--- src/rtl/bpda_pkg.sv ---
// Shared types and constants for the button press duration adjuster.
// Used by the configuration register file and the top level; no dependencies.
package bpda_pkg;

    // Width of each button's tick counter.
    localparam int CountWidth = 16;
    // Width used when a counter is compared against a 16-bit threshold.
    localparam int CmpWidth = (CountWidth > 16) ? CountWidth : 16;

    localparam int CfgIndexWidth = 3;
    localparam int CfgDataWidth  = 16;

    // Configuration register indexes.
    localparam logic [CfgIndexWidth-1:0] REG_SHORT_LOW    = 3'd0;
    localparam logic [CfgIndexWidth-1:0] REG_SHORT_HIGH   = 3'd1;
    localparam logic [CfgIndexWidth-1:0] REG_LONG_THRESH  = 3'd2;
    localparam logic [CfgIndexWidth-1:0] REG_VOLUME_LIMIT = 3'd3;
    localparam logic [CfgIndexWidth-1:0] REG_CHAN_LIMIT   = 3'd4;
    localparam logic [CfgIndexWidth-1:0] REG_RELEASED_LVL = 3'd5;

    // Event codes reported with each result item.
    typedef enum logic [2:0] {
        EV_NONE      = 3'd0,
        EV_VOL_UP    = 3'd1,
        EV_VOL_DOWN  = 3'd2,
        EV_CHAN_UP   = 3'd3,
        EV_CHAN_DOWN = 3'd4
    } t_event;

    // Current configuration as seen by the datapath.
    typedef struct packed {
        logic [15:0] short_low;
        logic [15:0] short_high;
        logic [15:0] long_thresh;
        logic [3:0]  volume_limit;
        logic [7:0]  chan_limit;
        logic        released_level;
    } t_cfg;

endpackage

--- src/rtl/bpda_cfg_regs.sv ---
// Configuration register file for the button press duration adjuster.
// Depends on bpda_pkg for register indexes and the t_cfg struct.
module bpda_cfg_regs
    import bpda_pkg::*;
(
    input  logic                     i_clk,
    input  logic                     i_rst_n,
    input  logic                     i_cfg_valid,
    input  logic [CfgIndexWidth-1:0] i_cfg_index,
    input  logic [CfgDataWidth-1:0]  i_cfg_data,
    output t_cfg                     o_cfg
);

    t_cfg r_cfg;

    // Writes land one register per item; unknown indexes are dropped.
    always_ff @(posedge i_clk) begin
        if (!i_rst_n) begin
            r_cfg.short_low      <= 16'd1200;
            r_cfg.short_high     <= 16'd1500;
            r_cfg.long_thresh    <= 16'd2000;
            r_cfg.volume_limit   <= 4'd8;
            r_cfg.chan_limit     <= 8'd15;
            r_cfg.released_level <= 1'b1;
        end else if (i_cfg_valid) begin
            case (i_cfg_index)
                REG_SHORT_LOW:    r_cfg.short_low      <= i_cfg_data;
                REG_SHORT_HIGH:   r_cfg.short_high     <= i_cfg_data;
                REG_LONG_THRESH:  r_cfg.long_thresh    <= i_cfg_data;
                REG_VOLUME_LIMIT: r_cfg.volume_limit   <= i_cfg_data[3:0];
                REG_CHAN_LIMIT:   r_cfg.chan_limit     <= i_cfg_data[7:0];
                REG_RELEASED_LVL: r_cfg.released_level <= i_cfg_data[0];
                default: ;
            endcase
        end
    end

    assign o_cfg = r_cfg;

endmodule

--- src/rtl/button_press_duration_adjuster.sv ---
// Top level of the button press duration adjuster: input register, press
// classification and volume/channel update, result register.
// Depends on bpda_pkg and bpda_cfg_regs.
// Input acceptance to result valid passes the input register, then the result register.
// Throughput: one item per cycle while i_out_stall is low; the state update and result
// register sit behind a single input register stage with no feedback bubble.
// Reset: synchronous, active low; counters stopped and cleared, volume and
// channel zero, configuration registers at their default values.
module button_press_duration_adjuster
    import bpda_pkg::*;
(
    input  logic                     i_clk,
    input  logic                     i_rst_n,
    // Input items
    input  logic                     i_in_valid,
    output logic                     o_in_stall,
    input  logic                     i_func,
    input  logic                     i_which_button,
    input  logic                     i_pin_level,
    // Result items
    output logic                     o_out_valid,
    input  logic                     i_out_stall,
    output logic [2:0]               o_event_code,
    output logic [3:0]               o_volume_now,
    output logic [7:0]               o_channel_now,
    // Configuration writes
    input  logic                     i_cfg_valid,
    output logic                     o_cfg_ready,
    input  logic [CfgIndexWidth-1:0] i_cfg_index,
    input  logic [CfgDataWidth-1:0]  i_cfg_data
);

    localparam logic [CountWidth-1:0] CountMax = {CountWidth{1'b1}};

    t_cfg w_cfg;

    logic r_s1_valid;
    logic r_s1_func;
    logic r_s1_button;
    logic r_s1_level;

    logic [CountWidth-1:0] r_count [2];
    logic [1:0]            r_counting;
    logic [3:0]            r_volume;
    logic [7:0]            r_channel;

    logic       r_out_valid;
    t_event     r_out_event;

    logic                  w_advance;
    logic                  w_fire;
    logic                  w_released;
    logic [CountWidth-1:0] w_cur;
    logic [CountWidth-1:0] w_inc;
    logic [CmpWidth-1:0]   w_cmp;
    logic                  w_short;
    logic                  w_long;
    logic [4:0]            w_vol_up;
    logic [3:0]            w_vol_dn;
    logic [8:0]            w_chan_up;

    logic [CountWidth-1:0] n_count;
    logic                  n_counting;
    logic [3:0]            n_volume;
    logic [7:0]            n_channel;
    t_event                n_event;

    bpda_cfg_regs u_cfg (
        .i_clk       (i_clk),
        .i_rst_n     (i_rst_n),
        .i_cfg_valid (i_cfg_valid),
        .i_cfg_index (i_cfg_index),
        .i_cfg_data  (i_cfg_data),
        .o_cfg       (w_cfg)
    );

    assign o_cfg_ready = 1'b1;

    // Handshake: the result register frees when empty or taken downstream.
    assign w_advance  = !r_out_valid || !i_out_stall;
    assign w_fire     = r_s1_valid && w_advance;
    assign o_in_stall = r_s1_valid && !w_advance;

    // Input register.
    always_ff @(posedge i_clk) begin
        if (!i_rst_n) begin
            r_s1_valid <= 1'b0;
        end else if (!o_in_stall) begin
            r_s1_valid <= i_in_valid;
        end
        if (!o_in_stall && i_in_valid) begin
            r_s1_func   <= i_func;
            r_s1_button <= i_which_button;
            r_s1_level  <= i_pin_level;
        end
    end

    // Counter advance and window tests for the addressed button.
    assign w_released = (r_s1_level == w_cfg.released_level);
    assign w_cur      = r_count[r_s1_button];
    assign w_inc      = (w_cur == CountMax) ? w_cur : w_cur + 1'b1;
    assign w_cmp      = CmpWidth'(w_inc);
    assign w_short    = (w_cmp > CmpWidth'(w_cfg.short_low)) &&
                        (w_cmp < CmpWidth'(w_cfg.short_high));
    assign w_long     = (w_cmp > CmpWidth'(w_cfg.long_thresh));

    // Saturating volume and channel steps.
    assign w_vol_up  = {1'b0, r_volume} + 5'd1;
    assign w_vol_dn  = (r_volume == 4'd0) ? 4'd0 : r_volume - 4'd1;
    assign w_chan_up = {1'b0, r_channel} + 9'd1;

    // Next state of the addressed counter, volume, channel and the event.
    always_comb begin
        n_count    = w_cur;
        n_counting = r_counting[r_s1_button];
        n_volume   = r_volume;
        n_channel  = r_channel;
        n_event    = EV_NONE;
        if (!r_s1_func) begin
            if (!w_released) begin
                n_counting = 1'b1;
            end
        end else if (r_counting[r_s1_button]) begin
            n_count = w_inc;
            if (w_short) begin
                if (w_released) begin
                    n_count    = '0;
                    n_counting = 1'b0;
                    if (!r_s1_button) begin
                        n_volume = (w_vol_up > {1'b0, w_cfg.volume_limit}) ?
                                   w_cfg.volume_limit : w_vol_up[3:0];
                        n_event  = EV_VOL_UP;
                    end else begin
                        n_volume = (w_vol_dn > w_cfg.volume_limit) ?
                                   w_cfg.volume_limit : w_vol_dn;
                        n_event  = EV_VOL_DOWN;
                    end
                end
            end else if (w_long) begin
                if (w_released) begin
                    n_count    = '0;
                    n_counting = 1'b0;
                    if (!r_s1_button) begin
                        n_channel = (w_chan_up > {1'b0, w_cfg.chan_limit}) ?
                                    w_cfg.chan_limit : w_chan_up[7:0];
                        n_event   = EV_CHAN_UP;
                    end else if (r_channel != 8'd0) begin
                        n_channel = r_channel - 8'd1;
                        n_event   = EV_CHAN_DOWN;
                    end
                end
            end
        end
    end

    // Button state, shared volume/channel and the result register.
    always_ff @(posedge i_clk) begin
        if (!i_rst_n) begin
            r_count[0]  <= '0;
            r_count[1]  <= '0;
            r_counting  <= 2'b00;
            r_volume    <= 4'd0;
            r_channel   <= 8'd0;
            r_out_valid <= 1'b0;
            r_out_event <= EV_NONE;
        end else begin
            if (w_advance) begin
                r_out_valid <= r_s1_valid;
            end
            if (w_fire) begin
                r_count[r_s1_button]    <= n_count;
                r_counting[r_s1_button] <= n_counting;
                r_volume                <= n_volume;
                r_channel               <= n_channel;
                r_out_event             <= n_event;
            end
        end
    end

    assign o_out_valid   = r_out_valid;
    assign o_event_code  = r_out_event;
    assign o_volume_now  = r_volume;
    assign o_channel_now = r_channel;

endmodule
--- config.mk ---
export PLATFORM = sky130hd
export DESIGN_NAME = button_press_duration_adjuster
export DESIGN_NICKNAME = d
export VERILOG_FILES = /design/src/rtl/bpda_pkg.sv /design/src/rtl/bpda_cfg_regs.sv /design/src/rtl/button_press_duration_adjuster.sv
export SDC_FILE = /design/constraint.sdc
export NUM_CORES = 1
export LEC_CHECK = 0
export BUFFER_PORTS_ARGS = -buffer_cell sky130_fd_sc_hd__buf_2
export CAP_MARGIN = 40
export CORE_ASPECT_RATIO = 1.2
export CORE_UTILIZATION = 30
export CTS_CLUSTER_SIZE = 10
export DETAILED_ROUTE_END_ITERATION = 8
export SETUP_SLACK_MARGIN = 0.5
export SLEW_MARGIN = 20
export SYNTH_ARGS = -nofsm -noshare
export SYNTH_HDL_FRONTEND = slang
export SYNTH_HIERARCHICAL = 1
export SYNTH_SLANG_ARGS = --single-unit
--- constraint.sdc ---
create_clock -name i_clk -period 13.7 [get_ports i_clk]
set_clock_uncertainty 0.2 [all_clocks]
set_input_delay 2.74 -clock i_clk [delete_from_list [all_inputs] [get_ports i_clk]]
set_output_delay 2.74 -clock i_clk [all_outputs]
set_load 0.01 [all_outputs]
==> load_flow_metrics.sql <==
INSERT INTO impl_metrics (metric_group, metric, value, unit) VALUES
('layout', 'antennaDiodeCount', '0', ''),
('place', 'routabilityCongestion', '0.848', ''),
('critical_path', 'endpoint_kind', 'flip-flop', ''),
('critical_path', 'critical_path.max_fanout', '27', ''),
('timing', 'relSlewSlack', '44.0', '%'),
('yosys', 'synth.ff_latch_count', '116', ''),
('yosys', 'synth.net_count', '986', ''),
('global_route', 'grt_max_degree', '94', ''),
('drt', 'drc_errors', '0', ''),
('place', 'place_inst', '1227', ''),
('yosys', 'ys_top_cells_by_count', '112 x sky130_fd_sc_hd__nand2_1, 88 x sky130_fd_sc_hd__mux2i_1, 81 x sky130_fd_sc_hd__dfxtp_1', ''),
('cts', 'clock_sinks', '116', ''),
('hold_path', 'hold_start', 'u_cfg/o_cfg[10]', ''),
('die', 'design.portCount', '45', ''),
('place', 'post-dp-hpwl', '14800', 'um'),
('place', 'place.port_buffers', '43', ''),
('global_route', 'global_route_wire_length_before_repair', '32400', 'um'),
('yosys', 'yosys_warnings', '6', ''),
('die', 'floorplan.die_area', '0.0268', 'mm2'),
('yosys', 'synth_largest_area_cell', 'sky130_fd_sc_hd__dfxtp_1', ''),
('cts', 'clockRootBuffer', 'sky130_fd_sc_hd__clkbuf_16', ''),
('yosys', 'synth_edf_count', '35', ''),
('cts', 'post_cts.repair.setup_buffers', '0', ''),
('global_route', 'initial_antenna_violation_count', '0', ''),
('global_route', 'grt.total_usage', '15.5', '%'),
('yosys', 'synth.top_cells.by_area', 'sky130_fd_sc_hd__dfxtp_1 21%, sky130_fd_sc_hd__edfxtp_1 13%, sky130_fd_sc_hd__mux2i_1 11%', ''),
('layout', 'multi_input_area', '0.00465', 'mm2'),
('power', 'vdd.ir_drop.worst', '0.0000821', 'V'),
('yosys', 'cell_variety_after_synth', '65', ''),
('timing', 'totalNegativeSetupSlack', '0', 'ps'),
('yosys', 'synth_ff_type', 'sky130_fd_sc_hd__dfxtp_1', ''),
('cts', 'numCtsBuffers', '17', ''),
('cts', 'tritoncts', 'done', ''),
('die', 'die-height', '179', 'um'),
('die', 'initial_core_util', '30.6', '%'),
('timing', 'post-route-worst-setup-slack', '6520', 'ps'),
('outcome', 'run_status', 'complete, no violations', ''),
('yosys', 'synth_top_area_share', '20.7', '%'),
('die', 'coreArea', '0.0256', 'mm2'),
('yosys', 'asyncSetResetFlopFracSynth', '0', '%'),
('yosys', 'synthesis.area', '0.00785', 'mm2'),
('drt', 'first_pass_iters', '4', ''),
('job', 'timing.max_cap.violations', '0', ''),
('drt', 'route.vias.total', '6431', ''),
('critical_path', 'critical_path_required', '13630', 'ps'),
('layout', 'layout.area.seq', '0.00267', 'mm2'),
('cts', 'cts_hold_buf', '0', ''),
('timing', 'achievable_freq', '0.139', 'GHz'),
('layout', 'number_of_cells_in_the_finished_layout_apart_from_fillers', '1259', ''),
('critical_path', 'critical_path_arrival', '7110', 'ps'),
('die', 'rows', '64', ''),
('yosys', 'synth_area_per_cell', '8.81', 'um2'),
('timing', 'tightest_slew', '832', 'ps'),
('hold_path', 'timing.hold.worst.class', 'reg2reg', ''),
('power', 'total_power', '0.919', 'mW'),
('timing', 'final-hold-violation-count', '0', ''),
('power', 'static-leakage-power', '3.82', 'nW'),
('drt', 'drt_first_iter_violations', '399', ''),
('cts', 'cts.htree.levels', '4', ''),
('layout', 'layout.nets', '1012', ''),
('timing', 'final-setup-viol-count', '0', ''),
('critical_path', 'critPathKind', 'reg2reg', ''),
('yosys', 'synth_seq_area_share', '34.1', '%'),
('drt', 'drt_wl_total', '20000', 'um'),
('cts', 'clk_pin_slew', '60', 'ps'),
('global_route', 'first_global_vias', '6236', ''),
('yosys', 'synthCells', '891', ''),
('drt', 'vias_per_cell', '5.11', ''),
('place', 'preCtsSetupSlack', '6650', 'ps'),
('layout', 'fillers', '2650', ''),
('yosys', 'synth_most_common_cell', 'sky130_fd_sc_hd__nand2_1', '');
[flip-flops by register name (all words and copies together) (netlist names), named ones only]
register / cells
o_channel_now: 8
o_event_code: 3
o_out_valid: 1
o_volume_now: 4
r_count: 32
r_counting: 2
r_s1_button: 1
r_s1_func: 1
r_s1_level: 1
r_s1_valid: 1
u_cfg/o_cfg: 61
[worst max-delay path: stages (launching register included)]
cell and delay, ps:
sky130_fd_sc_hd__dfxtp_1 300, sky130_fd_sc_hd__buf_4 350, sky130_fd_sc_hd__mux2i_4 480, sky130_fd_sc_hd__clkinv_1 310
sky130_fd_sc_hd__ha_1 290, sky130_fd_sc_hd__nor3b_1 160, sky130_fd_sc_hd__nand4_1 290, sky130_fd_sc_hd__nand4_1 300
sky130_fd_sc_hd__or4_1 560, sky130_fd_sc_hd__xnor2_1 260, sky130_fd_sc_hd__inv_1 120, sky130_fd_sc_hd__ha_1 310
sky130_fd_sc_hd__nand4_1 160, sky130_fd_sc_hd__nor4_1 770, sky130_fd_sc_hd__o21a_1 240, sky130_fd_sc_hd__o31ai_1 70
sky130_fd_sc_hd__a31o_2 260, sky130_fd_sc_hd__or4_1 690, sky130_fd_sc_hd__nand4b_1 560, sky130_fd_sc_hd__o22ai_1 190
[cell type report]
class / instances / share of cell area (%)
Clock buffer: 21 / 5.30
Multi-Input combinational cell: 649 / 52.2
Timing Repair Buffer: 52 / 3.51
Inverter: 81 / 3.42
Tap cell: 330 / 4.64
Clock inverter: 10 / 0.914
Sequential cell: 116 / 30.0
[final timing paths]
kind | endpoint | slack (ps) | depth (start not counted)
worst min-delay path | u_cfg/o_cfg[10] | 260 | 2
worst min register to register | u_cfg/o_cfg[10] | 260 | 2
worst max-delay path | r_count[1][1] | 6520 | 19
worst max register to register | r_count[1][1] | 6520 | 19
[metal layers]
layer	up-vias	GRT usage, %	part of all wire [%]
li1	3245	-	-
met1	3050	19.2	46
met2	108	26.7	49
met3	28	1.93	2.3
met4	0	6.72	2.4
met5	-	0	0
[power by group]
part | switching (mW) | internal, mW | leakage [nW]
logic | 0.0778 | 0.0453 | 2.52
registers | 0.00616 | 0.365 | 1.02
clock network | 0.164 | 0.261 | 0.274
total | 0.248 | 0.672 | 3.82
[cells in the final DEF (no fill, tap or decap), types with 27 or more instances in the layout]
cell type | synthesis | routed
sky130_fd_sc_hd__nand2_1 | 112 | 112
sky130_fd_sc_hd__mux2i_1 | 88 | 88
sky130_fd_sc_hd__dfxtp_1 | 81 | 81
sky130_fd_sc_hd__inv_1 | 80 | 80
sky130_fd_sc_hd__ha_1 | 68 | 68
sky130_fd_sc_hd__buf_2 | 6 | 42
sky130_fd_sc_hd__nor2b_1 | 40 | 40
sky130_fd_sc_hd__nor2_1 | 37 | 37
sky130_fd_sc_hd__edfxtp_1 | 35 | 35
sky130_fd_sc_hd__a21oi_1 | 33 | 33
sky130_fd_sc_hd__o21ai_0 | 32 | 30
sky130_fd_sc_hd__o22ai_1 | 27 | 27
[per-stage QoR]
| step | area [um2] | hold slack (ps) |
|---|---|---|
| 2_1_floorplan | 7850 | 235 |
| 3_3_place_gp | 8310 | 244 |
| 3_5_place_dp | 8320 | 250 |
| 4_1_cts | 8870 | 259 |
| 5_1_grt | 8900 | 276 |
| 6_report | 8900 | 258 |
[cell families (layout without fill, tap and decap cells)]
group	count (synthesis)	in the layout	synth area share (%)
simple gates	304	304	19.9
buf+inv	126	164	6.97
xor+xnor	25	25	2.97
compound gates	157	157	13.0
flops	116	116	34.1
other cells	1	1	0.0478
mux	94	94	12.3
fa+ha+maj	68	68	10.8
No activity file was read; power rests on OpenSTA's default activity.
